`config.mk`:
```
export PLATFORM = sky130hd
export DESIGN_NAME = puf_queue
export DESIGN_NICKNAME = d
export VERILOG_FILES = /design/src/sv/puf_pkg.sv /design/src/sv/puf_queue.sv
export SDC_FILE = /design/constraint.sdc
export NUM_CORES = 1
export LEC_CHECK = 0
export BUFFER_PORTS_ARGS = -buffer_cell sky130_fd_sc_hd__buf_2
export CAP_MARGIN = 20
export CORE_UTILIZATION = 60
export DETAILED_ROUTE_END_ITERATION = 16
export PLACE_DENSITY = 0.88
export SLEW_MARGIN = 25
export SYNTH_ARGS = -nofsm -noshare
export SYNTH_HDL_FRONTEND = slang
export SYNTH_SLANG_ARGS = --single-unit
```
`constraint.sdc`:
```
create_clock -name clk -period 4.4 [get_ports clk]
set_clock_uncertainty 0.15 [all_clocks]
set_input_delay 0.44 -clock clk [delete_from_list [all_inputs] [get_ports clk]]
set_output_delay 0.44 -clock clk [all_outputs]
set_load 0.01 [all_outputs]
```
`src/sv/puf_pkg.sv`:
```
// Shared types and constants for the PNG scanline unfilter.
package puf_pkg;

	localparam int MAX_WIDTH_DEF = 2048;
	localparam int CFG_IDX_W = 2;
	localparam int CFG_DATA_W = 16;
	localparam int WIDTH_W = 12;
	localparam int HEIGHT_W = 16;
	localparam int QUEUE_DEPTH = 4;

	typedef enum logic [CFG_IDX_W-1:0] {
		CFG_IMAGE_WIDTH = 2'd0,
		CFG_IMAGE_HEIGHT = 2'd1,
		CFG_HAS_ALPHA = 2'd2
	} cfg_reg_t;

	typedef enum logic [2:0] {
		FILT_NONE = 3'd0,
		FILT_SUB = 3'd1,
		FILT_UP = 3'd2,
		FILT_AVG = 3'd3,
		FILT_PAETH = 3'd4
	} filter_t;

	typedef struct packed {
		logic [7:0] sample;
		logic [1:0] chan;
		filter_t filter;
		logic bad;
		logic row_first;
		logic top_row;
		logic row_end;
		logic img_end;
	} item_flags_t;

endpackage

```
`src/sv/puf_queue.sv`:
```
// Small first-in first-out queue between the front end and the back end.
module puf_queue #(
	parameter int DATA_W = 8,
	parameter int DEPTH = puf_pkg::QUEUE_DEPTH
) (
	input logic clk,
	input logic arst_n,
	input logic push,
	input logic [DATA_W-1:0] din,
	output logic full,
	input logic pop,
	output logic [DATA_W-1:0] dout,
	output logic empty
);
	localparam int PTR_W = (DEPTH > 1) ? $clog2(DEPTH) : 1;
	localparam int CNT_W = $clog2(DEPTH + 1);

	logic [DATA_W-1:0] entry_q [DEPTH];
	logic [PTR_W-1:0] wr_ptr_q;
	logic [PTR_W-1:0] rd_ptr_q;
	logic [CNT_W-1:0] count_q;
	logic do_push;
	logic do_pop;

	assign full = count_q == CNT_W'(DEPTH);
	assign empty = count_q == '0;
	assign do_push = push && !full;
	assign do_pop = pop && !empty;
	assign dout = entry_q[rd_ptr_q];

	always_ff @(posedge clk) begin
		if (do_push) begin
			entry_q[wr_ptr_q] <= din;
		end
	end

	always_ff @(posedge clk or negedge arst_n) begin
		if (!arst_n) begin
			wr_ptr_q <= '0;
			rd_ptr_q <= '0;
			count_q <= '0;
		end else begin
			if (do_push) begin
				wr_ptr_q <= (wr_ptr_q == PTR_W'(DEPTH - 1)) ? '0 : wr_ptr_q + PTR_W'(1);
			end
			if (do_pop) begin
				rd_ptr_q <= (rd_ptr_q == PTR_W'(DEPTH - 1)) ? '0 : rd_ptr_q + PTR_W'(1);
			end
			if (do_push && !do_pop) begin
				count_q <= count_q + CNT_W'(1);
			end else if (do_pop && !do_push) begin
				count_q <= count_q - CNT_W'(1);
			end
		end
	end

endmodule

```
# Word level (Yosys, flattened, before mapping)
# Memories as Yosys holds them, arrays and structs flattened.
# Cells that the tools add are included.
dict set report classes {
  addsub 4
  eq_ne 3
  muxes 6
  n_reduce_logical 10
}
# operator n
set ops {}
lappend ops {{two-way mux 3 bit} 2}
lappend ops {{adder 2 x 1 -> 2 bit, second input constant} 2}
lappend ops {{== test 2 bit, second input constant} 2}
lappend ops {{logical AND 1 bit} 4}
lappend ops {{logical NOT 1 bit} 4}
lappend ops {{two-way mux 2 bit} 2}
lappend ops {{adder 3 x 1 -> 3 bit, second input constant} 1}
lappend ops {{== test 3 bit, second input constant} 1}
lappend ops {{logical NOT 3 bit} 1}
lappend ops {{subtractor 3 x 1 -> 3 bit, second input constant} 1}
lappend ops {{two-way mux 1 bit} 2}
lappend ops {{nonzero test 2 bit} 1}
dict set report totals {
  ff_bits 7
  mem_bits_rw 32
  output_inout_bits 10
  word_cells 27
  n_memories 1
}
# memory depth word_bits read_ports rd_ports_with_merged_regs write_ports line_no
set memory_table {}
lappend memory_table {entry_q 4 8 1 0 1 puf_queue.sv:18} ;# logic [DATA_W-1:0] entry_q [DEPTH];

# Logic depth before layout (Yosys ltp)
# Gate-level depths: netlist of run 1.
dict set report depth {
  ltp_word 7
  depth_mapped 9
}

# Least setup slack after synthesis of run 1
# No wires, ideal clock.
dict set report synth_path {
  kind {flip-flop to flip-flop}
  start {register count_q[0]}
  end {register count_q[2]}
  setup_time_ps 79
  t_arrival_ps 1984
  path_slack_ps 2186
  path_stages_with_launch 9
  path_buffers 0
  period_less_slack_ps 2214
  path_cell_list {dfrtp_1 > nor3_1 > nand2b_4 > ha_1 > inv_1 > fa_1 > xor2_1 > nor2_1 > xor2_1}
}
dict set report synth_via {
  elab_chain_cells 6
  elab_cells_between_ends 15
  cone_classes {add/sub (2); eq/ne (1); mux (2); reduce/logical (10)}
}
# element line_no
set synth_lines {}
lappend synth_lines {{start: declaration} puf_queue.sv:21} ;# logic [CNT_W-1:0] count_q;
lappend synth_lines {{start signal: assignment} puf_queue.sv:50} ;# count_q <= count_q + CNT_W'(1);
lappend synth_lines {{start signal: assignment} puf_queue.sv:52} ;# count_q <= count_q - CNT_W'(1);
lappend synth_lines {{logical NOT 3 bit (*)} puf_queue.sv:26} ;# assign empty = count_q == '0;
lappend synth_lines {{named net empty} puf_queue.sv:13} ;# output logic empty
lappend synth_lines {{logical NOT 1 bit (*)} puf_queue.sv:28} ;# assign do_pop = pop && !empty;
lappend synth_lines {{logical AND 1 bit (*)} puf_queue.sv:28}
lappend synth_lines {{logical NOT 1 bit} puf_queue.sv:49} ;# if (do_push && !do_pop) begin
lappend synth_lines {{logical AND 1 bit} puf_queue.sv:49}
lappend synth_lines {{two-way mux 3 bit or nonzero test 2 bit (tied branches)} --}
# Mark *: on every way through the listed nets, which the timed path passes. The rest lies on a longest branch. The select of a mux whose other input is x is not followed.
# A chain may end at the register's enable or synchronous reset.

# Worst setup path after layout of run 1
dict set report layout_path {
  start {register rd_ptr_q[0]}
  end {output dout[6]}
}
dict set report layout_via {
  elab_chain_cells 1
}
# element line_no
set layout_lines {}
lappend layout_lines {{start: declaration} puf_queue.sv:20} ;# logic [PTR_W-1:0] rd_ptr_q;
lappend layout_lines {{start signal: assignment} puf_queue.sv:47} ;# rd_ptr_q <= (rd_ptr_q == PTR_W'(DEPTH - 1)) ? '0 : rd_ptr_q + PTR_W'(1);
lappend layout_lines {{memory read (4 x 8 bit)} --}
lappend layout_lines {{end: declaration} puf_queue.sv:12} ;# output logic [DATA_W-1:0] dout,
# No other way between the ends.

==> impl_metrics.env, run 1 <==
export IMPL_area_delta_synth_final_pct=13.5
export IMPL_grt_pass1_wl_microns=3660
export IMPL_end_kind="output pin"
export IMPL_p_total_uw=1220
export IMPL_start_kind="register"
export IMPL_sequentialPowerShare_pct=48.5
export IMPL_viasPerCell=5.65
export IMPL_arrival_ns=1.81
export IMPL_ant_nets=0
export IMPL_clk_pin_slew_ns=0.11
export IMPL_finalCritPeriodShare_pct=54.6
export IMPL_die_w_microns=54.0
export IMPL_avgRoutedWirePerCell_microns=18.2
export IMPL_placed_cell_area_sq_mm=0.00174
export IMPL_whs_ns=0.164
export IMPL_synth_distinct_cells=19
export IMPL_cts_resized=0
export IMPL_gp_congestion=0.697
export IMPL_finalSetupViolations=0
export IMPL_seq_area_frac_synth_pct=70.1
export IMPL_numCtsBuffers=5
export IMPL_grt_util_all_layers_pct=20.2
export IMPL_synthesis_area_sq_mm=0.00162
export IMPL_p_comb_share_pct=31.5
export IMPL_portBuffers=21
export IMPL_ios=22
export IMPL_synth_xor_area_share_pct=1.62
export IMPL_ys_seq_elements=39
export IMPL_root_buffer="clkbuf_4"
export IMPL_overflow=0
export IMPL_syn_avg_cell_area_sq_um=20.5
export IMPL_hold_path_depth=1
export IMPL_rsz0062_at_grt="false"
export IMPL_die_y_microns=54.0
export IMPL_core_area_sq_mm=0.00252
export IMPL_critical_path_class="reg2out"
export IMPL_min_path_type="in2reg"
export IMPL_synth_compound_area_share_pct=0
export IMPL_period_needed_ns=2.40
export IMPL_n_antenna_cell=0
export IMPL_crit_fanout=11
export IMPL_finalMaxSlewViolations=0
export IMPL_yosys_area_share_simple_pct=5.41
export IMPL_initial_core_util_pct=64.2
export IMPL_layout_commonest_cell="edfxtp_1"
export IMPL_fmax_mhz=416
export IMPL_first_iter_violations=14
export IMPL_status="finished, final reports clean"
export IMPL_grt_pass1_vias=756
export IMPL_fin_tns_setup_ns=0
export IMPL_layout_drive_gt1_share_pct=46.2
export IMPL_hold_viol_final=0
export IMPL_htree_levels=2
export IMPL_cts_sinks=39
export IMPL_reg2reg_depth=8
export IMPL_synth_cells=79
export IMPL_wirelength_microns=2480
export IMPL_worstMarginPinSlew_ns=0.597
export IMPL_critPathRequiredTime_ns=3.81
export IMPL_cts_buffer_depth=2
export IMPL_power_switching_uw=368
export IMPL_clkLatencyLatePin_ns=0.34
export IMPL_clkPwrFrac_pct=20.0
export IMPL_p_sw_share_pct=30.2
export IMPL_power_leakage_uw=0.000706
export IMPL_holdBufCountCts=1
export IMPL_synth_fa_ha_area_share_pct=5.87
export IMPL_via_count=768
export IMPL_rows=18
export IMPL_synth_mux_area_fraction_pct=15.1
export IMPL_grt_antenna_before_repair=0
export IMPL_p_per_area_mw_per_mm2=663
export IMPL_final_cell_mix="edfxtp_1 (32), buf_2 (21), mux4_2 (8), dfrtp_1 (7), ha_1 (6)"
export IMPL_internal_power_uw=852
export IMPL_yosysWarnings=0
export IMPL_vdd_drop_max_mv=0.588
export IMPL_dp_hpwl_microns=1730
export IMPL_drv_cap=0
export IMPL_slew_headroom_pct=60.2
export IMPL_cts_tree="done"
export IMPL_postCtsSetupRepairBufs=0
export IMPL_first_pass_iters=4
export IMPL_fillers=168
export IMPL_die_area_sq_mm=0.00291
export IMPL_grt_max_degree=13
export IMPL_syn_nets=98
export IMPL_synth_top_family_by_area="multiplexers"
export IMPL_drc=0
export IMPL_final_area_sq_mm=0.00184
export IMPL_nets=124
## worst paths after layout
path | from | endpoint | slack, ns
setup reg to reg | count_q[1]$_DFFE_PN0P_ | count_q[2]$_DFFE_PN0P_ | 2.11
min in group asynchronous | arst_n | rd_ptr_q[1]$_DFFE_PN0P_ | 0.30
hold / removal | din[4] | entry_q[3][4]$_DFFE_PP_ | 0.16
max in group asynchronous | arst_n | rd_ptr_q[0]$_DFFE_PN0P_ | 3.64
setup / recovery | rd_ptr_q[0]$_DFFE_PN0P_ | dout[6] | 2.00
hold reg to reg | count_q[2]$_DFFE_PN0P_ | count_q[2]$_DFFE_PN0P_ | 0.39
## synth_stat cells
cell type  count  area, sq um
and2_2         4         30.0
xnor2_1        1         8.76
buf_2          1         5.00
fa_1           1         20.0
mux4_2         8          180
mux2_4         2         30.0
nor2_1         3         11.3
buf_1          1         3.75
nor2b_2        1         8.76
nor3b_4        1         18.8
nor3_1         1         5.00
xor2_1         2         17.5
nand2b_4       1         13.8
ha_1           6         75.1
mux2_2         3         33.8
buf_6          1         11.3
dfrtp_1        7          175
edfxtp_1      32          961
inv_1          3         11.3
## flip-flops by register name, summed over array words and instances, names as in the netlist
register / cells
count_q: 3
entry_q: 32
rd_ptr_q: 2
wr_ptr_q: 2
## metal layers
metal / track usage [%] / wire [microns] / vias to the layer above
met5: 0 / 0 / -
met4: 11.8 / 40 / 0
met3: 6.50 / 123 / 5
met2: 32.9 / 1370 / 22
met1: 23.2 / 941 / 388
li1: - / - / 353
## area by class of cell
class,instances,area (sq um),share of cell area (%)
Inverter,3,11.3,0.612
Clock inverter,2,35.0,1.90
Tap cell,30,37.5,2.04
Multi-Input combinational cell,34,453,24.6
Clock buffer,6,51.3,2.79
Sequential cell,39,1140,61.8
Timing Repair Buffer,22,115,6.26
## logic make-up after synthesis
family / count (synthesis)
fa+ha+maj: 7
flops: 39
simple gates: 11
buf+inv: 6
mux: 13
xor+xnor: 3
## worst max-delay path: stages, from the launching register on
cell	delay, ns
dfrtp_1	0.74
mux4_2	0.58
buf_2	0.15
## power by group through the flow
stage / clock network [uW] / registers, uW / logic [uW]
after detailed placement: 0 / 604 / 385
after global routing: 260 / 608 / 432
after global placement: 0 / 591 / 369
after floorplan: 0 / 546 / 319
after CTS: 249 / 595 / 391
final: 244 / 591 / 384
## metrics by stage
| stage | utilization [%] | std cells | setup slack (ns) |
|---|---|---|---|
| 6_report | 72.9 | 136 | 2.00 |
| 5_1_grt | 72.9 | 136 | 1.86 |
| 4_1_cts | 72.9 | 136 | 1.94 |
| 3_5_place_dp | 69.1 | 127 | 2.18 |
| 3_3_place_gp | 69.1 | 127 | 2.32 |
| 2_1_floorplan | - | 79 | 2.19 |
Power figures use the tool's default switching activity.
==> inputs of run 2 (changes only) <==
--- a/config.mk
+++ b/config.mk
@@ -5,11 +5,12 @@
 export SDC_FILE = /design/constraint.sdc
 export NUM_CORES = 1
 export LEC_CHECK = 0
+export ABC_AREA = 1
 export BUFFER_PORTS_ARGS = -buffer_cell sky130_fd_sc_hd__buf_2
 export CAP_MARGIN = 20
-export CORE_UTILIZATION = 60
+export CORE_UTILIZATION = 51
 export DETAILED_ROUTE_END_ITERATION = 16
-export PLACE_DENSITY = 0.88
+export PLACE_DENSITY = 0.79
 export SLEW_MARGIN = 25
 export SYNTH_ARGS = -nofsm -noshare
 export SYNTH_HDL_FRONTEND = slang
==> constraint.sdc (replaced) <==
create_clock -name clk -period 1.99 [get_ports clk]
set_clock_uncertainty 0.15 [all_clocks]
set_input_delay 0.199 -clock clk [delete_from_list [all_inputs] [get_ports clk]]
set_output_delay 0.199 -clock clk [all_outputs]
set_load 0.01 [all_outputs]
==> impl_metrics.env, run 2 <==
export IMPL_fmax_mhz=526
export IMPL_power_leakage_uw=0.000953
export IMPL_finalSetupViolations=0
export IMPL_postCtsSetupRepairBufs=0
export IMPL_synth_cells=154
export IMPL_yosysTopAreaCellShare_pct=54.6
export IMPL_synth_mux_area_fraction_pct=0
export IMPL_hold_viol_final=0
export IMPL_nets=215
export IMPL_largestRegisters="entry_q x32, count_q x3"
export IMPL_layout_commonest_cell="nand2_1"
export IMPL_cts_tree="done"
export IMPL_grt_pass1_wl_microns=4650
export IMPL_die_area_sq_mm=0.00369
export IMPL_end_kind="register"
export IMPL_synth_distinct_cells=16
export IMPL_final_cell_mix="nand2_1 (37), edfxtp_1 (32), inv_1 (30), buf_2 (21), o211ai_1 (15)"
export IMPL_arrival_ns=1.99
export IMPL_drv_cap=0
export IMPL_slew_headroom_pct=78.2
export IMPL_finalWorstSetupSlack_ns=0.0884
export IMPL_via_count=1175
export IMPL_cts_buffer_depth=2
export IMPL_initial_core_util_pct=55.8
export IMPL_htree_levels=2
export IMPL_dp_slack_ns=0.0784
export IMPL_yosys_area_share_simple_pct=12.1
export IMPL_ant_nets=0
export IMPL_start_kind="register"
export IMPL_first_pass_iters=5
export IMPL_synth_top_family_by_area="simple AND/OR/NAND/NOR gates"
export IMPL_fin_tns_setup_ns=0
export IMPL_finalCritPeriodShare_pct=95.6
export IMPL_synth_compound_area_share_pct=7.40
export IMPL_critical_path_class="reg2reg"
export IMPL_drc=0
export IMPL_clk_pin_slew_ns=0.11
export IMPL_synth_edf_count=32
export IMPL_cts_sinks=39
export IMPL_dp_hpwl_microns=2030
export IMPL_synth_most_common_cell="nand2_1"
export IMPL_wirelength_microns=3040
export IMPL_worstMarginPinSlew_ns=0.327
export IMPL_period_needed_ns=1.90
export IMPL_synth_fa_ha_area_share_pct=5.41
export IMPL_fillers=248
export IMPL_grt_antenna_before_repair=0
export IMPL_numCtsBuffers=5
export IMPL_seq_area_frac_synth_pct=64.6
export IMPL_largest_reg_flops=32
export IMPL_async_flop_share_pct=17.9
export IMPL_rows=20
export IMPL_die_y_microns=60.7
export IMPL_die_w_microns=60.7
export IMPL_yosysWarnings=0
export IMPL_ys_flop_type="edfxtp_1"
export IMPL_grt_pass1_vias=1071
export IMPL_clkLatencyLatePin_ns=0.34
export IMPL_synth_area_leader_cell="edfxtp_1"
export IMPL_area_delta_synth_final_pct=19.7
export IMPL_crit_fanout=4
export IMPL_grt_max_degree=36
export IMPL_overflow=0
export IMPL_layout_drive_gt1_share_pct=21.8
export IMPL_synth_common_cells="nand2_1 (38), edfxtp_1 (32), inv_1 (31), o211ai_1 (15)"
export IMPL_root_buffer="clkbuf_4"
export IMPL_whs_ns=0.0522
export IMPL_synthesis_area_sq_mm=0.00176
export IMPL_synth_top_cells_by_area="edfxtp_1 (55%), dfrtp_1 (10%), nand2_1 (8.1%)"
export IMPL_ios=22
export IMPL_p_per_area_mw_per_mm2=1310
export IMPL_n_antenna_cell=0
export IMPL_viasPerCell=4.88
export IMPL_status="finished, final reports clean"
export IMPL_core_area_sq_mm=0.00315
export IMPL_synth_xor_area_share_pct=0.498
export IMPL_vdd_drop_max_mv=0.934
export IMPL_ys_seq_elements=39
export IMPL_syn_avg_cell_area_sq_um=11.4
export IMPL_portBuffers=21
export IMPL_min_path_type="in2async"
export IMPL_grt_util_all_layers_pct=18.9
export IMPL_first_iter_violations=48
export IMPL_gp_congestion=0.784
export IMPL_critPathRequiredTime_ns=2.08
export IMPL_top_register="entry_q"
export IMPL_syn_nets=173
export IMPL_avgRoutedWirePerCell_microns=12.6
export IMPL_finalMaxSlewViolations=0
==> run 2: cell types whose count changed in the layout (fill, tap and decap cells not counted), moves of 5 or more <==
cell,change
nand2_1,+37
dlygate4sd3_1,+10
o211ai_1,+15
mux4_2,-8
buf_4,+8
inv_1,+27
nand3_1,+5
==> run 2: logic make-up after synthesis <==
family | Yosys count
buffers and inverters | 37
and+or+nand+nor | 53
AOI/OAI and AO/OA | 17
DFF | 39
adders and majority gates | 7
xor gates and xnor gates | 1
==> run 2: where the power goes <==
part / switching, uW / leakage, uW / internal (uW)
combinational: 705 / 0.000540 / 458
sequential: 95.3 / 0.000378 / 1090
clock: 240 / 0.0000353 / 171
==> run 2: worst paths after layout <==
| kind | from | end | slack [ns] | depth (start not counted) |
|---|---|---|---|---|
| worst min register to register | count_q[2]$_DFFE_PN0P_ | count_q[2]$_DFFE_PN0P_ | 0.39 | 2 |
| max in group asynchronous | arst_n | count_q[2]$_DFFE_PN0P_ | 1.48 | 2 |
| worst max register to register | count_q[0]$_DFFE_PN0P_ | count_q[2]$_DFFE_PN0P_ | 0.09 | 10 |
| worst max-delay path | count_q[0]$_DFFE_PN0P_ | count_q[2]$_DFFE_PN0P_ | 0.09 | 10 |
| worst min-delay path | arst_n | count_q[1]$_DFFE_PN0P_ | 0.05 | 2 |
| min in group clk | count_q[2]$_DFFE_PN0P_ | count_q[2]$_DFFE_PN0P_ | 0.39 | 2 |
==> run 2: worst max-delay path: stages (launching register included) <==
cell and delay [ns]:
dfrtp_1 0.44, inv_2 0.09, nand3_2 0.12, nand2_2 0.10, ha_1 0.17, inv_1 0.07, fa_1 0.38, nand2_1 0.10
nand3_1 0.07, nand2_1 0.06, nand2_1 0.04
==> run 2: timing repair <==
| action | CTS | global route |
|---|---|---|
| endpoints found under the setup margin | 0 | 1 |
| endpoints found under the hold margin | 43 | 0 |
| hold buffers | 11 | 0 |
| resized for setup | 0 | 4 |
==> run 2: routing by layer <==
layer	track usage, %	vias to the layer above	part of all wire [%]
li1	-	593	-
met1	19.3	547	41
met2	34.1	33	53
met3	6.40	2	4.7
met4	9.74	0	0.95
met5	0	-	0
==> run 2: per-stage QoR <==
stage	instance area (sq um)	std cells	utilization (%)	power [uW]
floorplan	1760	154	-	2030
global placement	1920	222	61.0	2270
detailed placement	1920	222	61.0	2350
CTS	2090	241	66.4	2770
global route	2110	241	66.8	3000
finish	2110	241	66.8	2760
==> run 2: area by class of cell <==
| class | count | area [sq um] | area share [%] |
|---|---|---|---|
| repair buffers | 40 | 275 | 13.1 |
| flip-flops and latches | 39 | 1140 | 54.0 |
| clock inverters | 1 | 5.00 | 0.238 |
| clock buffers | 7 | 55.1 | 2.61 |
| inverters | 32 | 120 | 5.70 |
| well taps | 44 | 55.1 | 2.61 |
| multi-input cells | 78 | 459 | 21.8 |
==> inputs of run 3 (changes only) <==
--- a/config.mk
+++ b/config.mk
@@ -8,8 +8,11 @@
 export ABC_AREA = 1
 export BUFFER_PORTS_ARGS = -buffer_cell sky130_fd_sc_hd__buf_2
 export CAP_MARGIN = 20
-export CORE_UTILIZATION = 51
+export CELL_PAD_IN_SITES_DETAIL_PLACEMENT = 1
+export CELL_PAD_IN_SITES_GLOBAL_PLACEMENT = 2
+export CORE_UTILIZATION = 34
 export DETAILED_ROUTE_END_ITERATION = 16
+export GPL_ROUTABILITY_DRIVEN = 0
 export PLACE_DENSITY = 0.79
 export SLEW_MARGIN = 25
 export SYNTH_ARGS = -nofsm -noshare
==> constraint.sdc (replaced) <==
create_clock -name clk -period 1.99 [get_ports clk]
set_clock_uncertainty 0.15 [all_clocks]
set_input_delay 0.0995 -clock clk [delete_from_list [all_inputs] [get_ports clk]]
set_output_delay 0.0995 -clock clk [all_outputs]
set_load 0.01 [all_outputs]
==> impl_metrics.env, run 3 (synthesized netlist as in run 2, its figures left out) <==
export IMPL_crit_fanout=4
export IMPL_grt_pass1_vias=1287
export IMPL_grt_pass1_wl_microns=5820
export IMPL_reg2reg_depth=10
export IMPL_finalMaxSlewViolations=0
export IMPL_htree_levels=2
export IMPL_ant_nets=0
export IMPL_arrival_ns=1.96
export IMPL_top_register="entry_q"
export IMPL_root_buffer="clkbuf_8"
export IMPL_rsz0062_at_grt="false"
export IMPL_cts_buffer_depth=2
export IMPL_area_delta_synth_final_pct=29.9
export IMPL_top_usage_layer="met2"
export IMPL_die_w_microns=73.9
export IMPL_grt_max_degree=36
export IMPL_largest_reg_flops=32
export IMPL_portBuffers=21
export IMPL_layout_drive_gt1_share_pct=28.7
export IMPL_first_pass_iters=4
export IMPL_met1_usage_pct=14.8
export IMPL_via_count=1231
export IMPL_finalSetupViolations=0
export IMPL_final_area_sq_mm=0.00228
export IMPL_wirelength_microns=3780
export IMPL_p_per_area_mw_per_mm2=1460
export IMPL_seq_area_sq_mm=0.00114
export IMPL_finalCritPeriodShare_pct=97.1
export IMPL_min_path_type="in2async"
export IMPL_grt_util_all_layers_pct=14.9
export IMPL_clkLatencyLatePin_ns=0.29
export IMPL_fin_util_pct=47.1
export IMPL_grt_use_met3_pct=5.01
export IMPL_first_iter_violations=32
export IMPL_use_met2_pct=28.8
export IMPL_cts_sinks=39
export IMPL_largestRegisters="entry_q x32, count_q x3"
export IMPL_layout_commonest_cell="nand2_1"
export IMPL_cts_tree="done"
export IMPL_slew_headroom_pct=77.5
export IMPL_dp_slack_ns=-0.0121
export IMPL_fmax_mhz=517
export IMPL_period_needed_ns=1.93
export IMPL_rows=25
export IMPL_avgRoutedWirePerCell_microns=14.1
export IMPL_numCtsBuffers=5
export IMPL_dp_hpwl_microns=2590
export IMPL_multi_input_area_sq_um=499
export IMPL_clk_pin_slew_ns=0.07
export IMPL_critPathRequiredTime_ns=2.02
export IMPL_ios=22
export IMPL_fillers=542
export IMPL_placed_cell_area_sq_mm=0.00197
export IMPL_die_area_sq_mm=0.00547
export IMPL_critical_path_class="reg2reg"
export IMPL_power_leakage_uw=0.00101
export IMPL_hold_viol_final=0
export IMPL_nets=220
export IMPL_overflow=0
export IMPL_drv_cap=0
export IMPL_post_place_cells=247
export IMPL_viasPerCell=4.58
export IMPL_finalWorstSetupSlack_ns=0.0570
export IMPL_n_antenna_cell=0
export IMPL_status="finished, final reports clean"
export IMPL_end_kind="register"
export IMPL_final_cells=269
export IMPL_start_kind="register"
export IMPL_initial_core_util_pct=36.3
export IMPL_grt_antenna_before_repair=0
export IMPL_die_y_microns=73.9
export IMPL_drc=0
export IMPL_final_cell_mix="nand2_1 (34), edfxtp_1 (32), inv_1 (26), buf_2 (21), o211ai_1 (15)"
export IMPL_worstMarginPinSlew_ns=0.338
export IMPL_vdd_drop_max_mv=0.551
export IMPL_core_area_sq_mm=0.00485
==> run 3: cell types whose count changed in the layout (fill, tap and decap cells not counted), sizes merged <==
cell / delta
bufinv: +2
buf: +5
clkbuf: -1
clkinv: -1
==> run 3: final timing paths <==
path / startpoint / to / slack [ns]
worst min-delay path: arst_n / count_q[0]$_DFFE_PN0P_ / 0.04
max in group asynchronous: arst_n / rd_ptr_q[1]$_DFFE_PN0P_ / 1.48
worst max register to register: count_q[1]$_DFFE_PN0P_ / count_q[2]$_DFFE_PN0P_ / 0.06
worst min register to register: wr_ptr_q[1]$_DFFE_PN0P_ / wr_ptr_q[1]$_DFFE_PN0P_ / 0.41
worst max-delay path: count_q[1]$_DFFE_PN0P_ / count_q[2]$_DFFE_PN0P_ / 0.06
min in group clk: din[3] / entry_q[3][3]$_DFFE_PP_ / 0.41
==> run 3: per-layer routing <==
layer / routed length (microns) / vias to the layer above
met4: 59 / 0
met3: 116 / 8
met1: 1540 / 602
li1: - / 602
met2: 2060 / 19
met5: 0 / -
==> run 3: per-stage QoR <==
stage          setup TNS, ns  power (uW)  hold WS, ns
3_3_place_gp               0        2330       -0.206
4_1_cts                    0        3250       0.0235
3_5_place_dp         -0.0121        2410       -0.199
2_1_floorplan              0        2030       -0.346
5_1_grt                    0        3560       0.0406
6_report                   0        3330       0.0354
==> run 3: area by class of cell <==
type	count	share of cell area, %
clock buffers	6	3.18
flip-flops and latches	39	49.7
multi-input cells	78	21.9
clock inverters	2	2.63
inverters	32	5.26
repair buffers	45	13.7
well taps	67	3.67
==> run 3: what timing repair did <==
item,in CTS,in global routing
setup buffers,1,2
endpoints found under the setup margin,1,2
hold buffers,11,0
hold endpoints to repair,43,0
resized for setup,4,13
pin swaps,0,3
==> run 3: power by group <==
part	total, uW	switching, uW	internal (uW)	leakage [uW]
Clock	774	273	501	0.0000654
Combinational	1350	806	546	0.000566
Sequential	1210	111	1100	0.000378
==> run 3: critical path, stage by stage, from the launching register on <==
cell and delay (ns):
dfrtp_1 0.42, inv_2 0.12, nand3_4 0.11, nand2_4 0.10, ha_4 0.14, inv_2 0.05
fa_2 0.41, nand2_2 0.09, nand3_2 0.08, nand2_2 0.08, nand2_1 0.06
