==> config.mk <==
export PLATFORM = sky130hd
export DESIGN_NAME = puf_front_flat
export DESIGN_NICKNAME = d
export VERILOG_FILES = /design/src/sv/puf_pkg.sv /design/src/sv/puf_if.sv /design/src/sv/puf_front.sv /design/src/flat_wrapper.sv
export SDC_FILE = /design/constraint.sdc
export NUM_CORES = 1
export LEC_CHECK = 0
export BUFFER_PORTS_ARGS = -buffer_cell sky130_fd_sc_hd__buf_2
export CORE_ASPECT_RATIO = 1.1
export CORE_MARGIN = 2
export CORE_UTILIZATION = 30
export CTS_CLUSTER_DIAMETER = 50
export CTS_CLUSTER_SIZE = 28
export DETAILED_ROUTE_END_ITERATION = 8
export GPL_TIMING_DRIVEN = 0
export HOLD_SLACK_MARGIN = 0.15
export SYNTH_ARGS = -nofsm -noshare
export SYNTH_HDL_FRONTEND = slang
export SYNTH_SLANG_ARGS = --single-unit
==> constraint.sdc <==
create_clock -name clk -period 6.2 [get_ports clk]
set_input_delay 0.31 -clock clk [delete_from_list [all_inputs] [get_ports clk]]
set_output_delay 0.31 -clock clk [all_outputs]
set_load 0.05 [all_outputs]
==> src/sv/puf_pkg.sv <==
// Shared types and constants for the PNG scanline unfilter.
package puf_pkg;

	localparam int MAX_WIDTH_DEF = 2048;
	localparam int CFG_IDX_W = 2;
	localparam int CFG_DATA_W = 16;
	localparam int WIDTH_W = 12;
	localparam int HEIGHT_W = 16;
	localparam int QUEUE_DEPTH = 4;

	typedef enum logic [CFG_IDX_W-1:0] {
		CFG_IMAGE_WIDTH = 2'd0,
		CFG_IMAGE_HEIGHT = 2'd1,
		CFG_HAS_ALPHA = 2'd2
	} cfg_reg_t;

	typedef enum logic [2:0] {
		FILT_NONE = 3'd0,
		FILT_SUB = 3'd1,
		FILT_UP = 3'd2,
		FILT_AVG = 3'd3,
		FILT_PAETH = 3'd4
	} filter_t;

	typedef struct packed {
		logic [7:0] sample;
		logic [1:0] chan;
		filter_t filter;
		logic bad;
		logic row_first;
		logic top_row;
		logic row_end;
		logic img_end;
	} item_flags_t;

endpackage

==> src/sv/puf_if.sv <==
// Stream interfaces for the input bytes and the reconstructed output bytes.
interface puf_in_if;
	logic valid;
	logic ready;
	logic [7:0] in_byte;

	modport source (output valid, output in_byte, input ready);
	modport sink (input valid, input in_byte, output ready);
endinterface


==> src/sv/puf_front.sv <==
// Front end: configuration registers, row and byte tracking, item classification.
module puf_front #(
	parameter int MAX_WIDTH = puf_pkg::MAX_WIDTH_DEF,
	parameter int IDX_W = $clog2(MAX_WIDTH * 4)
) (
	input logic clk,
	input logic arst_n,
	input logic cfg_we,
	input logic [puf_pkg::CFG_IDX_W-1:0] cfg_index,
	input logic [puf_pkg::CFG_DATA_W-1:0] cfg_data,
	puf_in_if.sink in_stream,
	input logic q_full,
	output logic q_push,
	output logic [IDX_W-1:0] q_idx,
	output puf_pkg::item_flags_t q_flags
);
	import puf_pkg::*;

	localparam int RL_W = $clog2(MAX_WIDTH * 4 + 1);
	localparam int CW = (RL_W > WIDTH_W) ? RL_W : WIDTH_W;

	logic [WIDTH_W-1:0] width_q;
	logic [HEIGHT_W-1:0] height_q;
	logic alpha_q;

	logic expect_filter_q;
	logic [IDX_W-1:0] idx_q;
	logic [1:0] ch3_q;
	logic [HEIGHT_W-1:0] row_q;
	filter_t filter_q;
	logic bad_q;

	logic fire;
	logic [CW-1:0] w_eff;
	logic [CW-1:0] row_len;
	logic [HEIGHT_W-1:0] h_last;
	logic row_end;
	logic img_end;
	logic [1:0] chan;
	logic type_bad;

	assign in_stream.ready = !q_full;
	assign fire = in_stream.valid && !q_full;
	assign type_bad = in_stream.in_byte > 8'(FILT_PAETH);

	always_comb begin
		if (width_q == '0) begin
			w_eff = CW'(1);
		end else if (CW'(width_q) > CW'(MAX_WIDTH)) begin
			w_eff = CW'(MAX_WIDTH);
		end else begin
			w_eff = CW'(width_q);
		end
		row_len = alpha_q ? (w_eff << 2) : ((w_eff << 1) + w_eff);
		h_last = (height_q == '0) ? '0 : height_q - HEIGHT_W'(1);
		row_end = (CW'(idx_q) + CW'(1)) >= row_len;
		img_end = row_end && (row_q >= h_last);
		chan = alpha_q ? idx_q[1:0] : ch3_q;
	end

	assign q_push = fire && !expect_filter_q;
	assign q_idx = idx_q;

	always_comb begin
		q_flags.sample = in_stream.in_byte;
		q_flags.chan = chan;
		q_flags.filter = filter_q;
		q_flags.bad = bad_q;
		q_flags.row_first = idx_q == '0;
		q_flags.top_row = row_q == '0;
		q_flags.row_end = row_end;
		q_flags.img_end = img_end;
	end

	always_ff @(posedge clk or negedge arst_n) begin
		if (!arst_n) begin
			width_q <= WIDTH_W'(1);
			height_q <= HEIGHT_W'(1);
			alpha_q <= 1'b1;
		end else if (cfg_we) begin
			case (cfg_index)
				CFG_IMAGE_WIDTH: begin
					width_q <= cfg_data[WIDTH_W-1:0];
				end
				CFG_IMAGE_HEIGHT: begin
					height_q <= cfg_data[HEIGHT_W-1:0];
				end
				CFG_HAS_ALPHA: begin
					alpha_q <= cfg_data[0];
				end
				default: begin
				end
			endcase
		end
	end

	always_ff @(posedge clk or negedge arst_n) begin
		if (!arst_n) begin
			expect_filter_q <= 1'b1;
			idx_q <= '0;
			ch3_q <= '0;
			row_q <= '0;
			filter_q <= FILT_NONE;
			bad_q <= 1'b0;
		end else if (fire) begin
			if (expect_filter_q) begin
				bad_q <= type_bad;
				filter_q <= type_bad ? FILT_NONE : filter_t'(in_stream.in_byte[2:0]);
				expect_filter_q <= 1'b0;
				idx_q <= '0;
				ch3_q <= '0;
			end else if (row_end) begin
				expect_filter_q <= 1'b1;
				row_q <= img_end ? '0 : row_q + HEIGHT_W'(1);
			end else begin
				idx_q <= idx_q + IDX_W'(1);
				ch3_q <= (ch3_q == 2'd2) ? 2'd0 : ch3_q + 2'd1;
			end
		end
	end

endmodule

==> src/flat_wrapper.sv <==
// flat-port wrapper written by rule: the top's interface ports become plain ports
module puf_front_flat import puf_pkg::*;
#(
	parameter int MAX_WIDTH = puf_pkg::MAX_WIDTH_DEF,
	parameter int IDX_W = $clog2(MAX_WIDTH * 4)
)
  (clk, arst_n, cfg_we, cfg_index, cfg_data, q_full, q_push, q_idx, q_flags, in_stream_valid, in_stream_in_byte, in_stream_ready);
  puf_in_if in_stream_i ();
  input logic clk;
  input logic arst_n;
  input logic cfg_we;
  input logic [puf_pkg::CFG_IDX_W-1:0] cfg_index;
  input logic [puf_pkg::CFG_DATA_W-1:0] cfg_data;
  input logic q_full;
  output logic q_push;
  output logic [IDX_W-1:0] q_idx;
  output puf_pkg::item_flags_t q_flags;
  input wire logic [$bits(in_stream_i.valid)-1:0] in_stream_valid;
  input wire logic [$bits(in_stream_i.in_byte)-1:0] in_stream_in_byte;
  output wire logic [$bits(in_stream_i.ready)-1:0] in_stream_ready;
  assign in_stream_i.valid = in_stream_valid;
  assign in_stream_i.in_byte = in_stream_in_byte;
  assign in_stream_ready = in_stream_i.ready;
  puf_front #(.MAX_WIDTH(MAX_WIDTH), .IDX_W(IDX_W)) u_core (.clk(clk), .arst_n(arst_n), .cfg_we(cfg_we), .cfg_index(cfg_index), .cfg_data(cfg_data), .in_stream(in_stream_i), .q_full(q_full), .q_push(q_push), .q_idx(q_idx), .q_flags(q_flags));
endmodule
Yosys cells after proc, flatten, opt, wreduce, memory -nomap -nowiden
Index checks and enable logic that the tools add are counted.
{ "classes": {"bitwise_logic": 1, "n_lt_le_gt_ge": 4, "reduce_logical": 16, "shift": 0, "n_mux": 14, "multipliers": 0, "addsub": 6, "n_eq_ne": 4, "n_div": 0} }
{ "ops": {"columns": ["cell", "count"], "rows": [
  ["$logic_not A16 Y1", 2],
  ["$mux W16", 2],
  ["$mux W13", 2],
  ["$mux W12", 2],
  ["$add A16 B1 Y16 const B", 1],
  ["$ge A16 B16 Y1", 1],
  ["$sub A16 B1 Y16 const B", 1],
  ["$add A13 B1 Y14 const B", 1],
  ["$add A14 B14 Y14", 1],
  ["$ge A14 B14 Y1", 1],
  ["$mux W14", 1],
  ["$add A13 B1 Y13 const B", 1],
  ["$logic_not A13 Y1", 1],
  ["$gt A12 B12 Y1 const B", 1],
  ["$logic_not A12 Y1", 1],
  ["$reduce_and A2 Y1", 5],
  ["$gt A8 B3 Y1 const B", 1],
  ["$mux W2", 4],
  ["$eq A2 B2 Y1 const B", 2],
  ["$logic_and A1 B1 Y1", 3],
  ["$mux W3", 1],
  ["$reduce_and A3 Y1", 1],
  ["$add A2 B1 Y2 const B", 1],
  ["$eq A2 B1 Y1 const B", 1],
  ["other kinds (5)", 7]
]} }
{ "totals": {"regBits": 65, "ramBits": 0, "romBits": 0, "elab_cells": 54, "in_bits": 31, "latchBits": 0, "memories": 0, "output_inout_bits": 33} }

Longest topological paths before layout
Gate-level depths: netlist (run 1).
{ "depth": {"depth_word": 8, "depth_mapped": 24, "ltp_nobuf": 21} }

Worst setup path before layout (run 1)
OpenSTA, ideal clock, no wires.
{ "synth_path": {"path_kind": "flip-flop to output port", "from": "reg u_core.width_q[1]", "to": "out q_flags[1] in the netlist's numbering", "slack_ns": 1.780, "path_buffers": 4, "path_stages_with_launch": 24, "arrival_time_ns": 4.110, "required_ns": 5.890, "path_cell_list": "dfrtp_1 > buf_2 > nor4_1 > nand3_1 > a21oi_1 > ha_1 > ha_1 > o21ai_0 > o2bb2ai_1 > o21ai_0 > and3_1 > a211oi_1 > xor2_1 > mux2i_1 > ha_1 > and3_1 > a22o_1 > o21ai_2 > o311a_4 > and2_4 > buf_6 > inv_6 > buf_4 > buf_4"} }
{ "synth_via": {"elab_chain_len": 6, "elab_cells_between_ends": 7, "cone_classes": "add/sub (1); order compare (2); mux (3); reduce/logical (1)"} }
{ "synth_rtl": {"columns": ["element", "line", "text"], "rows": [
  ["start, declared", "puf_front.sv:22", "logic [WIDTH_W-1:0] width_q;"],
  ["start signal, assigned", "puf_front.sv:83", "width_q <= cfg_data[WIDTH_W-1:0];"],
  ["$gt A12 B12 Y1", "puf_front.sv:49", "end else if (CW'(width_q) > CW'(MAX_WIDTH)) begin"],
  ["$mux W12", "puf_front.sv:49", null],
  ["$mux W12 *", "puf_front.sv:47", "if (width_q == '0) begin"],
  ["$add A14 B14 Y14", "puf_front.sv:54", "row_len = alpha_q ? (w_eff << 2) : ((w_eff << 1) + w_eff);"],
  ["$mux W14 *", "puf_front.sv:54", null],
  ["$ge A14 B14 Y1 *", "puf_front.sv:56", "row_end = (CW'(idx_q) + CW'(1)) >= row_len;"],
  ["end, declared", "flat_wrapper.sv:17", "output puf_pkg::item_flags_t q_flags;"]
]} }
Mark *: on every way between the ends. The rest lies on a longest branch, timed or not.

Final worst setup path (run 1)
{ "layout_path": {"from": "reg u_core.width_q[2]", "to": "out q_flags[1] in the netlist's numbering"} }
The elaborated chain is that of the path after synthesis.

==> metrics.md, run 1 <==
| Metric | Value |
|---|---|
| Avg WL per Cell | `14.7 um` |
| Worst hold stages | `3` |
| Post-Route Setup TNS | `0 ps` |
| Slew Viols, Final | `0` |
| Slowest-stage cell, CP | `dfrtp_1` |
| Number of synthesized flops with an enable pin | `0` |
| GR Overflow Total | `0` |
| Critical Path End Type | `primary output` |
| Die ar. | `18000 um^2` |
| Reg-to-Reg End | `u_core.row_q[3]$_DFFE_PN0P_` |
| Worst slack at placement | `959 ps` |
| Initial antenna violation count | `0` |
| Hold_sp | `cfg_data[2]` |
| Chip Width | `128 um` |
| Outcome | `finished, final reports clean` |
| Startpoint Class | `flip-flop` |
| Worst-margin pin slew | `1090 ps` |
| Setup violators final | `0` |
| Final worst slack | `547 ps` |
| Via count | `4334` |
| Vias per cell | `5.16` |
| Clk_lat worst skew | `340 ps` |
| Required @ worst endpoint | `5890 ps` |
| Synth Net Count | `628` |
| Final period utilization | `91.2%` |
| Flop pwr share | `29.6%` |
| Switching share of total power | `37.9%` |
| Power per Cell Area | `319 nW/um^2` |
| Slew margin rel. | `26.5%` |
| LEAKAGE | `2.83 nW` |
| First-pass GRT wire length | `20700 um` |
| Crit path arrival time | `5340 ps` |
| Top cell by count, worst path | `ha_1` |
| Worst flop-to-flop path startpoint | `u_core.width_q[2]$_DFFE_PN0P_` |
| Core Box Area | `16400 um^2` |
| Ys async rst share | `100%` |
| Design Area, Final | `6000 um^2` |
| WS Path Type | `reg -> out` |
| Critical path cell sequence | `buf_2, nor4_1, nand3_1, a21oi_1, ha_1, ha_1, o21ai_0, o2bb2ai_1, o21ai_0, and3_1, a31oi_1, xnor2_1, mux2i_1, ha_1, a21o_1, a22o_1, o21ai_2, o311a_4, and2_4, buf_6, inv_6, buf_4, buf_4, buf_2` |
| Yosys warning total | `0` |
| RSZ-0062 raised after global routing | `no` |
| Synth cell types | `65` |
| Fin Clk Skew | `8.37 ps` |
| Port buffer count | `63` |
| Total CTS buffers | `9` |
| Number of synthesized register bits | `65` |
| Synth Cell Area | `5070 um^2` |
| Hold Crit Endpoint | `u_core.width_q[2]$_DFFE_PN0P_` |
| Largest stage delay, worst path | `350 ps` |
| Worst VDD drop | `0.000160 V` |
| Clk network pwr share | `31.0%` |
| I/O Pins | `64` |
| Synthesized area per cell | `9.13 um^2` |
| Ys flop type | `dfrtp_1` |
| Area growth syn-to-layout | `18.2%` |
| Hold Vio Cnt, Final | `0` |
| Initial DRT Pass Iterations | `4` |
| HPWL after detailed placement | `9510 um` |
| Clock buffer depth | `2` |
| Sw Pwr | `0.000725 W` |
| Die Y | `140 um` |
| Sequential cell area fraction in the yosys report | `32.1%` |
| Maxcap violations | `0` |
| Drt total wl | `12400 um` |
| Logic pwr share | `39.4%` |
| Row Count | `49` |
| Internal power | `0.00119 W` |
| FILL cells | `1680` |
| DP Area | `5650 um^2` |
| Initial Util | `30.9%` |
| Worst r2r path cells | `23` |
| F_max | `0.177 GHz` |
| Gpl congestion | `0.800` |
| Worst-path fanout max | `10` |
| Largest net degree at the start of global routing | `66` |
| Min cycle time layout | `5650 ps` |
| GRT Overall Usage | `14.3%` |
| Final nets | `703` |
| First DRT Iteration DRCs | `261` |
| R2R setup slack | `1100 ps` |
| Clock-pin transition on the worst setup and hold timing paths | `60 ps` |
| Fraction of layout cells with a size suffix above 1 | `23.0%` |
| Post-Synthesis Cells | `556` |
| Antenna-violating nets left | `0` |
| Inserted Diodes | `0` |
| CTS tree | `yes` |
| # resized after CTS | `0` |
| # DRC | `0` |
| CTS Sinks | `65` |
| Worst hold path class | `in -> reg` |
| H-tree levels | `3` |
| CTS Root Cell | `clkbuf_16` |
| Vias in the first global route | `4097` |
[registers in the layout (all words and copies together), names as in the netlist]
register                count
u_core.alpha_q              1
u_core.bad_q                1
u_core.ch3_q                2
u_core.expect_filter_q      1
u_core.filter_q             3
u_core.height_q            16
u_core.q_idx               13
u_core.row_q               16
u_core.width_q             12
[how the worst max path moves through the flow]
stage | cells past startpoint | startpoint | end
6_report | 24 | u_core.width_q[2]$_DFFE_PN0P_ | q_flags[1]
5_1_grt | 23 | u_core.width_q[1]$_DFFE_PN0P_ | q_flags[1]
2_1_floorplan | 23 | u_core.width_q[1]$_DFFE_PN0P_ | q_flags[1]
3_3_place_gp | 21 | u_core.width_q[11]$_DFFE_PN0P_ | q_flags[1]
3_5_place_dp | 24 | u_core.width_q[1]$_DFFE_PN0P_ | q_flags[1]
4_1_cts | 24 | u_core.width_q[2]$_DFFE_PN0P_ | q_flags[1]
[routing by layer]
layer  routed length, um  track usage [%]  up-vias  share of wire (%)
met5                   0                0        -                  0
met4                 289             5.90        0                2.3
met3                 358             1.49       20                2.9
met2                5500             21.9       80                 44
met1                6230             20.4     2032                 50
li1                    -                -     2202                  -
[metrics by stage]
stage | total power, W | hold slack (ps) | std cells | util (%)
after CTS | 0.00193 | 203 | 840 | 36.5
after global routing | 0.00205 | 211 | 840 | 36.5
after floorplan | 0.00114 | 14.4 | 556 | -
final | 0.00191 | 205 | 840 | 36.5
after global placement | 0.00132 | 485 | 823 | 34.4
after detailed placement | 0.00133 | 482 | 823 | 34.4
[kinds of logic after synthesis]
kind of cell               share of synthesized area [%]
and+or+nand+nor                                     22.2
AOI/OAI and AO/OA                                   18.6
DFF                                                 32.1
buffers and inverters                               4.88
adders and majority gates                           10.1
muxes                                               7.40
xor gates and xnor gates                            4.66
[layout make-up]
| class | instances | area [um^2] | share of cell area, % |
|---|---|---|---|
| inverter | 16 | 65.1 | 1.08 |
| clock buffer | 9 | 225 | 3.75 |
| sequential | 65 | 1630 | 27.2 |
| buffer | 32 | 183 | 3.04 |
| tap | 204 | 255 | 4.25 |
| timing repair buffer | 64 | 328 | 5.46 |
| clock inverter | 7 | 118 | 1.96 |
| multi-input combinational | 443 | 3200 | 53.3 |
[power groups by stage]
stage / Clock, W / Sequential (W) / Combinational (W)
after global placement: 0 / 0.000572 / 0.000746
after detailed placement: 0 / 0.000573 / 0.000753
after CTS: 0.000602 / 0.000565 / 0.000759
after global routing: 0.000624 / 0.000579 / 0.000846
after floorplan: 0 / 0.000595 / 0.000546
final: 0.000594 / 0.000566 / 0.000753
[layout by cell type, fill, tap and decap left out, drive strengths merged, types with 3 or more instances in the layout]
master,n
buf,82
nor3b,5
o32ai,3
a31oi,7
nand3,15
nor4b,6
a22o,21
mux2i,6
clkinv,3
a21oi,21
bufinv,3
a221o,4
o21a,4
nand4,5
nor2b,24
a211oi,5
o21ai,46
or3,5
dfrtp,61
clkbuf,22
inv,17
nand2,45
xor2,16
xnor2,11
nor4,9
nor3,10
a21o,10
and4,4
and3,20
dfstp,4
o31ai,3
nor2,36
a32oi,3
ha,41
nand2b,9
mux2,28
[synthesized netlist by cell type, drive strengths merged, types with 11 or more instances]
library cell   n  share of area [%]
a21oi         21                2.1
and3          20                2.6
dfrtp         61                 30
clkbuf        13               0.96
buf           19                2.6
ha            41                 10
mux2          28                6.2
xnor2         11                1.9
nand3         15                1.5
o21ai         46                4.7
nand2         45                3.5
a22o          21                3.6
xor2          16                2.8
nor2          36                2.8
nor2b         24                3.0
inv           16                1.3
[what timing repair did]
action	in CTS	in global routing
hold endpoints to repair	61	0
hold buffers	1	0
buffers inserted	0	0
[critical path, delay by kind of cell (launching register included)]
family / cells / cell delay, ps
compound gates: 9 / 1670
fa+ha+maj: 3 / 900
buf+inv: 6 / 860
simple gates: 4 / 850
flops: 1 / 350
mux: 1 / 230
xor+xnor: 1 / 140
(Power assumes the default switching activity.)
==> run 2: changes to the inputs <==
Settings changed: CORE_MARGIN 2 to unset, GPL_TIMING_DRIVEN 0 to unset.
==> run 2 against run 1 <==
Against the previous run:
- core utilization down 1.5 points
- first-iteration DRC count up 16%
- wire length up 3.9%
- power down 6.7%
- design area down 4.0%
- sequential cell count unchanged
- critical path type unchanged
- critical endpoint unchanged
- highest routed layer unchanged
==> metrics.md, run 2 (synthesis gave the netlist of run 1 again) <==
| Metric | Value |
|---|---|
| Outcome | `finished, final reports clean` |
| RSZ-0062 raised after global routing | `no` |
| Min cycle time layout | `5300 ps` |
| Hold Vio Cnt, Final | `0` |
| Vias per cell | `5.40` |
| Vias in the first global route | `4308` |
| Via count | `4367` |
| Maxcap violations | `0` |
| Required @ worst endpoint | `5890 ps` |
| H-tree levels | `3` |
| GR Overflow Total | `0` |
| Clk_lat worst skew | `340 ps` |
| Slowest-stage cell, CP | `dfrtp_1` |
| Reg area | `1630 um^2` |
| Initial DRT Pass Iterations | `5` |
| Total power | `0.00179 W` |
| CTS Root Cell | `clkbuf_16` |
| Inserted Diodes | `0` |
| Gpl congestion | `0.864` |
| Initial Util | `30.9%` |
| Worst hold path class | `in -> async` |
| Startpoint Class | `flip-flop` |
| Die Y | `138 um` |
| Crit path arrival time | `4990 ps` |
| Post-CTS Hold Buffers | `0` |
| Worst VDD drop | `0.000184 V` |
| LEAKAGE | `2.69 nW` |
| Setup violators final | `0` |
| Post-route core utilization | `35.1%` |
| Critical Path End Type | `primary output` |
| WS Path Type | `reg -> out` |
| Design Area, Final | `5760 um^2` |
| F_max | `0.189 GHz` |
| Fin Clk Skew | `7.22 ps` |
| # DRC | `0` |
| Total CTS buffers | `9` |
| Switching share of total power | `41.0%` |
| FILL cells | `1659` |
| CTS Sinks | `65` |
| Sw Pwr | `0.000732 W` |
| R2R setup slack | `1030 ps` |
| Die ar. | `17400 um^2` |
| Row Count | `49` |
| Clock-pin transition on the worst setup and hold timing paths | `60 ps` |
| Core Box Area | `16400 um^2` |
| Power per Cell Area | `310 nW/um^2` |
| # resized after CTS | `0` |
| Avg WL per Cell | `15.9 um` |
| Antenna-violating nets left | `0` |
| First DRT Iteration DRCs | `302` |
| Post-Route Setup TNS | `0 ps` |
| Fraction of layout cells with a size suffix above 1 | `21.5%` |
| Largest net degree at the start of global routing | `66` |
| Worst r2r path cells | `19` |
| First-pass GRT wire length | `21900 um` |
| Commonest non-fill, non-tap cell in the layout | `buf_2` |
| Drt total wl | `12900 um` |
| Logic pwr share | `39.2%` |
| Largest stage delay, worst path | `500 ps` |
| Critical path cell sequence | `nor4_1, nand3_1, a21oi_1, ha_1, ha_1, o21ai_0, o2bb2ai_1, o21ai_0, and3_1, a211oi_1, xor2_1, mux2i_1, ha_1, and3_1, nand4_1, o311a_4, and2_4, inv_6, buf_2` |
| DP Area | `5480 um^2` |
| Min Hold Slack | `158 ps` |
| Chip Width | `126 um` |
| Slew margin rel. | `18.8%` |
| Post-CTS setup buffer count | `0` |
| Most frequent cells in the layout | `buf_2, dfrtp_1, nand2_1` |
| Internal power | `0.00105 W` |
| Multi-input gate area | `3200 um^2` |
| Final nets | `672` |
| CTS tree | `yes` |
| Area growth syn-to-layout | `13.5%` |
| Worst-path fanout max | `14` |
| Flop pwr share | `34.0%` |
| Final period utilization | `85.5%` |
| Clock buffer depth | `2` |
| Initial antenna violation count | `0` |
| Worst-margin pin slew | `1200 ps` |
| Slew Viols, Final | `0` |
| I/O Pins | `64` |
| Top cell by count, worst path | `ha_1` |
| HPWL after detailed placement | `9740 um` |
| Clk network pwr share | `26.8%` |
| Port buffer count | `63` |
| GRT Overall Usage | `15.4%` |
[run 2: changes by cell type in the layout (fill, tap and decap cells not counted), moves of 2 or more]
cell,previous run,this run
clkbuf_1,13,0
buf_2,67,63
buf_4,14,2
inv_6,2,4
bufinv_16,3,0
clkinvlp_4,0,3
[run 2: per-stage QoR]
step,std cells,setup WS (ps)
detailed placement,793,1110
floorplan,556,1780
finish,809,897
global route,809,540
CTS,809,939
global placement,793,1280
[run 2: final timing paths]
path,start,to
setup reg to reg,u_core.width_q[3]$_DFFE_PN0P_,u_core.row_q[5]$_DFFE_PN0P_
hold / removal,arst_n,u_core.filter_q[1]$_DFFE_PN0P_
max in group asynchronous,arst_n,u_core.q_idx[6]$_DFFE_PN0P_
min in group clk,in_stream_in_byte[1],u_core.filter_q[1]$_DFFE_PN0P_
hold reg to reg,u_core.bad_q$_DFFE_PN0P_,u_core.bad_q$_DFFE_PN0P_
setup / recovery,u_core.width_q[3]$_DFFE_PN0P_,q_flags[1]
[run 2: final cells by class]
class                   instances  area share (%)
clock buffers                   9            3.91
clock inverters                 7           0.934
inverters                      16            1.13
multi-input cells             443            55.5
flip-flops and latches         65            28.3
well taps                     204            4.43
repair buffers                 65            5.73
[run 2: power by group through the flow]
stage | logic [W] | clock network [W] | registers, W
finish | 0.000701 | 0.000478 | 0.000608
global route | 0.000788 | 0.000510 | 0.000622
CTS | 0.000704 | 0.000488 | 0.000605
detailed placement | 0.000697 | 0 | 0.000613
global placement | 0.000678 | 0 | 0.000611
floorplan | 0.000546 | 0 | 0.000595
[run 2: metal layers]
metal / wire length (um) / global-route usage, % / vias up
met1: 6160 / 20.7 / 2120
met3: 482 / 2.94 / 16
met5: 0 / 0 / -
met4: 200 / 4.82 / 0
met2: 6020 / 24.9 / 85
li1: - / - / 2146
[run 2: worst max-delay path, delay by kind of cell (launching register included)]
| family | cells | cell delay (ps) |
|---|---|---|
| AO/OA/AOI/OAI | 6 | 1310 |
| XOR/XNOR | 1 | 140 |
| adder cells (fa/ha/maj) | 3 | 890 |
| buffers and inverters | 2 | 410 |
| flip-flops | 1 | 500 |
| multiplexers | 1 | 90 |
| AND/OR/NAND/NOR | 6 | 1310 |
==> run 3: changes to the inputs <==
Settings changed: ABC_AREA set to 1.
==> run 3 against run 2 <==
Against the previous run:
- critical endpoint is now q_flags[0]
- core utilization shrank 0.16 points
- sequential cell count is the same
- power grew 7.7%
- area after synthesis grew 1.9%
==> metrics.md, run 3 <==
| Metric | Value |
|---|---|
| Clock buffer depth | `2` |
| F_max | `0.212 GHz` |
| Cell family with most CP delay | `simple AND/OR/NAND/NOR gates` |
| Most frequent cell after synthesis | `nand2_1` |
| Reg area | `1630 um^2` |
| Synth area leaders | `dfrtp_1, nand2_1, ha_1, inv_1, o21ai_0` |
| Initial DRT Pass Iterations | `5` |
| Largest stage delay, worst path | `430 ps` |
| CTS Sinks | `65` |
| Area growth syn-to-layout | `14.4%` |
| Largest net degree at the start of global routing | `66` |
| GRT Overall Usage | `15.5%` |
| Simple-gate portion of the synthesized area | `29.8%` |
| Post-Route Setup TNS | `0 ps` |
| Setup violators final | `0` |
| Via count | `4826` |
| Fin Clk Skew | `8.42 ps` |
| GR Overflow Total | `0` |
| Internal power | `0.00109 W` |
| Yosys warning total | `0` |
| Most instantiated cells after synthesis | `nand2_1, inv_1, o21ai_0, dfrtp_1, nor2_1` |
| Multi-input gate area | `2960 um^2` |
| Post-Synth XOR/XNOR Area | `3.56%` |
| Antenna-violating nets left | `0` |
| Startpoint Class | `flip-flop` |
| Post-Synthesis Cells | `738` |
| Top cell by count, worst path | `nand2_1` |
| Worst-path fanout max | `15` |
| FILL cells | `1860` |
| Top-area cell type share of the netlist area | `29.5%` |
| # DRC | `0` |
| Worst hold path class | `in -> async` |
| Sequential cell area fraction in the yosys report | `31.5%` |
| RSZ-0062 raised after global routing | `no` |
| Row Count | `50` |
| Commonest non-fill, non-tap cell in the layout | `nand2_1` |
| CTS Root Cell | `clkbuf_16` |
| Min Hold Slack | `159 ps` |
| Final nets | `858` |
| Gpl congestion | `0.912` |
| Ys flop type | `dfrtp_1` |
| Switching share of total power | `43.5%` |
| WS Path Type | `reg -> out` |
| Flop pwr share | `32.1%` |
| Worst-margin pin slew | `946 ps` |
| Fraction of layout cells with a size suffix above 1 | `15.4%` |
| Final period utilization | `75.9%` |
| Die Y | `140 um` |
| Sw Pwr | `0.000837 W` |
| Synth Net Count | `810` |
| Design Area, Final | `5920 um^2` |
| Synth Area in Compound Gates | `13.3%` |
| Core Box Area | `17000 um^2` |
| Synth Cell Area | `5170 um^2` |
| Critical Path End Type | `primary output` |
| Slew margin rel. | `36.8%` |
| Drt total wl | `13100 um` |
| Initial antenna violation count | `0` |
| Crit path arrival time | `4400 ps` |
| Dpl cells | `1008` |
| Maxcap violations | `0` |
| Post-synth top area cell | `dfrtp_1` |
| Worst VDD drop | `0.000151 V` |
| Clock-pin transition on the worst setup and hold timing paths | `60 ps` |
| Vias in the first global route | `4498` |
| First-pass GRT wire length | `21700 um` |
| Total CTS buffers | `9` |
| Min cycle time layout | `4710 ps` |
| Synthesized area per cell | `7.01 um^2` |
| Die ar. | `17800 um^2` |
| Main combinational cell family by area after synthesis | `simple AND/OR/NAND/NOR gates` |
| Logic pwr share | `41.5%` |
| Clk network pwr share | `26.4%` |
| Outcome | `finished, final reports clean` |
| Required @ worst endpoint | `5890 ps` |
| H-tree levels | `3` |
| Initial Util | `30.5%` |
| DP Area | `5620 um^2` |
| Slowest-stage cell, CP | `dfrtp_1` |
| Number of synthesized register bits | `65` |
| Number of synthesized flops with an enable pin | `0` |
| Vias per cell | `4.71` |
| Buf+Inv Stages, Crit Path | `5` |
| HPWL after detailed placement | `10200 um` |
| I/O Pins | `64` |
| Post-synthesis mux area share | `0.629%` |
| Avg WL per Cell | `12.7 um` |
| Final Non-Filler Cells | `1024` |
| Hold Vio Cnt, Final | `0` |
| # resized after CTS | `0` |
| Inserted Diodes | `0` |
| Synth Area in Adders | `9.92%` |
| CTS tree | `yes` |
| Slew Viols, Final | `0` |
| Chip Width | `127 um` |
| First DRT Iteration DRCs | `292` |
| LEAKAGE | `3.04 nW` |
| Port buffer count | `63` |
| Clk_lat worst skew | `340 ps` |
| Synth cell types | `44` |
| Power per Cell Area | `325 nW/um^2` |
| Most frequent cells in the layout | `nand2_1, inv_1, o21ai_0` |
| Ys async rst share | `100%` |
[run 3: cell types whose count changed after synthesis, moves of 19 or more]
| cell | change |
|---|---|
| nand2_1 | +114 |
| o21ai_0 | +41 |
| nand3_1 | +42 |
| inv_1 | +88 |
| nor2_1 | +27 |
| and3_1 | -19 |
| nor2b_1 | -24 |
| a22o_1 | -21 |
| mux2_2 | -26 |
[run 3: cell families (layout without fill, tap and decap cells)]
family / count (synthesis) / in the layout
buf+inv: 138 / 190
simple gates: 343 / 343
compound gates: 127 / 127
flops: 65 / 65
xor+xnor: 21 / 21
mux: 3 / 3
fa+ha+maj: 41 / 41
[run 3: per-stage QoR]
| stage | utilization (%) | setup WS (ps) | power, W |
|---|---|---|---|
| after detailed placement | 33.2 | 1740 | 0.00143 |
| after global routing | 34.9 | 979 | 0.00209 |
| final | 34.9 | 1490 | 0.00192 |
| after global placement | 33.2 | 1900 | 0.00142 |
| after floorplan | - | 2590 | 0.00122 |
| after CTS | 34.9 | 1470 | 0.00194 |
[run 3: path summary, 6_finish.rpt]
check                      slack [ps]  cells after the start                           start                               to
min in group clk                  200                      2                    cfg_data[14]  u_core.height_q[14]$_DFFE_PN0P_
max reg2reg                      1710                     29   u_core.width_q[5]$_DFFE_PN0P_      u_core.row_q[9]$_DFFE_PN0P_
max in group asynchronous        5490                      2                          arst_n      u_core.q_idx[8]$_DFFE_PN0P_
min                               160                      2                          arst_n   u_core.height_q[5]$_DFFE_PN0P_
min reg2reg                       480                      2  u_core.filter_q[2]$_DFFE_PN0P_   u_core.filter_q[2]$_DFFE_PN0P_
max                              1490                     27   u_core.width_q[5]$_DFFE_PN0P_                       q_flags[0]
[run 3: area by class of cell]
class                           instances  share of cell area [%]
Timing Repair Buffer                   65                    5.62
Sequential cell                        65                    27.6
Clock buffer                            9                    3.81
Clock inverter                          6                    1.01
Inverter                              110                    6.98
Tap cell                              234                    4.95
Multi-Input combinational cell        535                    50.1
[run 3: what timing repair did]
item,CTS,global route
endpoints found under the hold margin,1,0
setup buffers,0,0
hold buffers,1,0
[run 3: power groups by stage]
stage                     registers [W]  clock network [W]  logic [W]
after CTS                      0.000619           0.000519   0.000806
after global routing           0.000633           0.000534   0.000924
final                          0.000618           0.000508   0.000798
after floorplan                0.000608                  0   0.000616
after detailed placement       0.000625                  0   0.000802
after global placement         0.000624                  0   0.000797
[run 3: per-layer routing]
metal | GRT usage [%] | share of wire [%] | vias to the layer above | wire length, um
li1 | - | - | 2501 | -
met5 | 0 | 0 | - | 0
met3 | 3.42 | 3.4 | 16 | 447
met2 | 25.6 | 48 | 90 | 6300
met4 | 5.64 | 1.6 | 0 | 212
met1 | 19.7 | 47 | 2219 | 6090
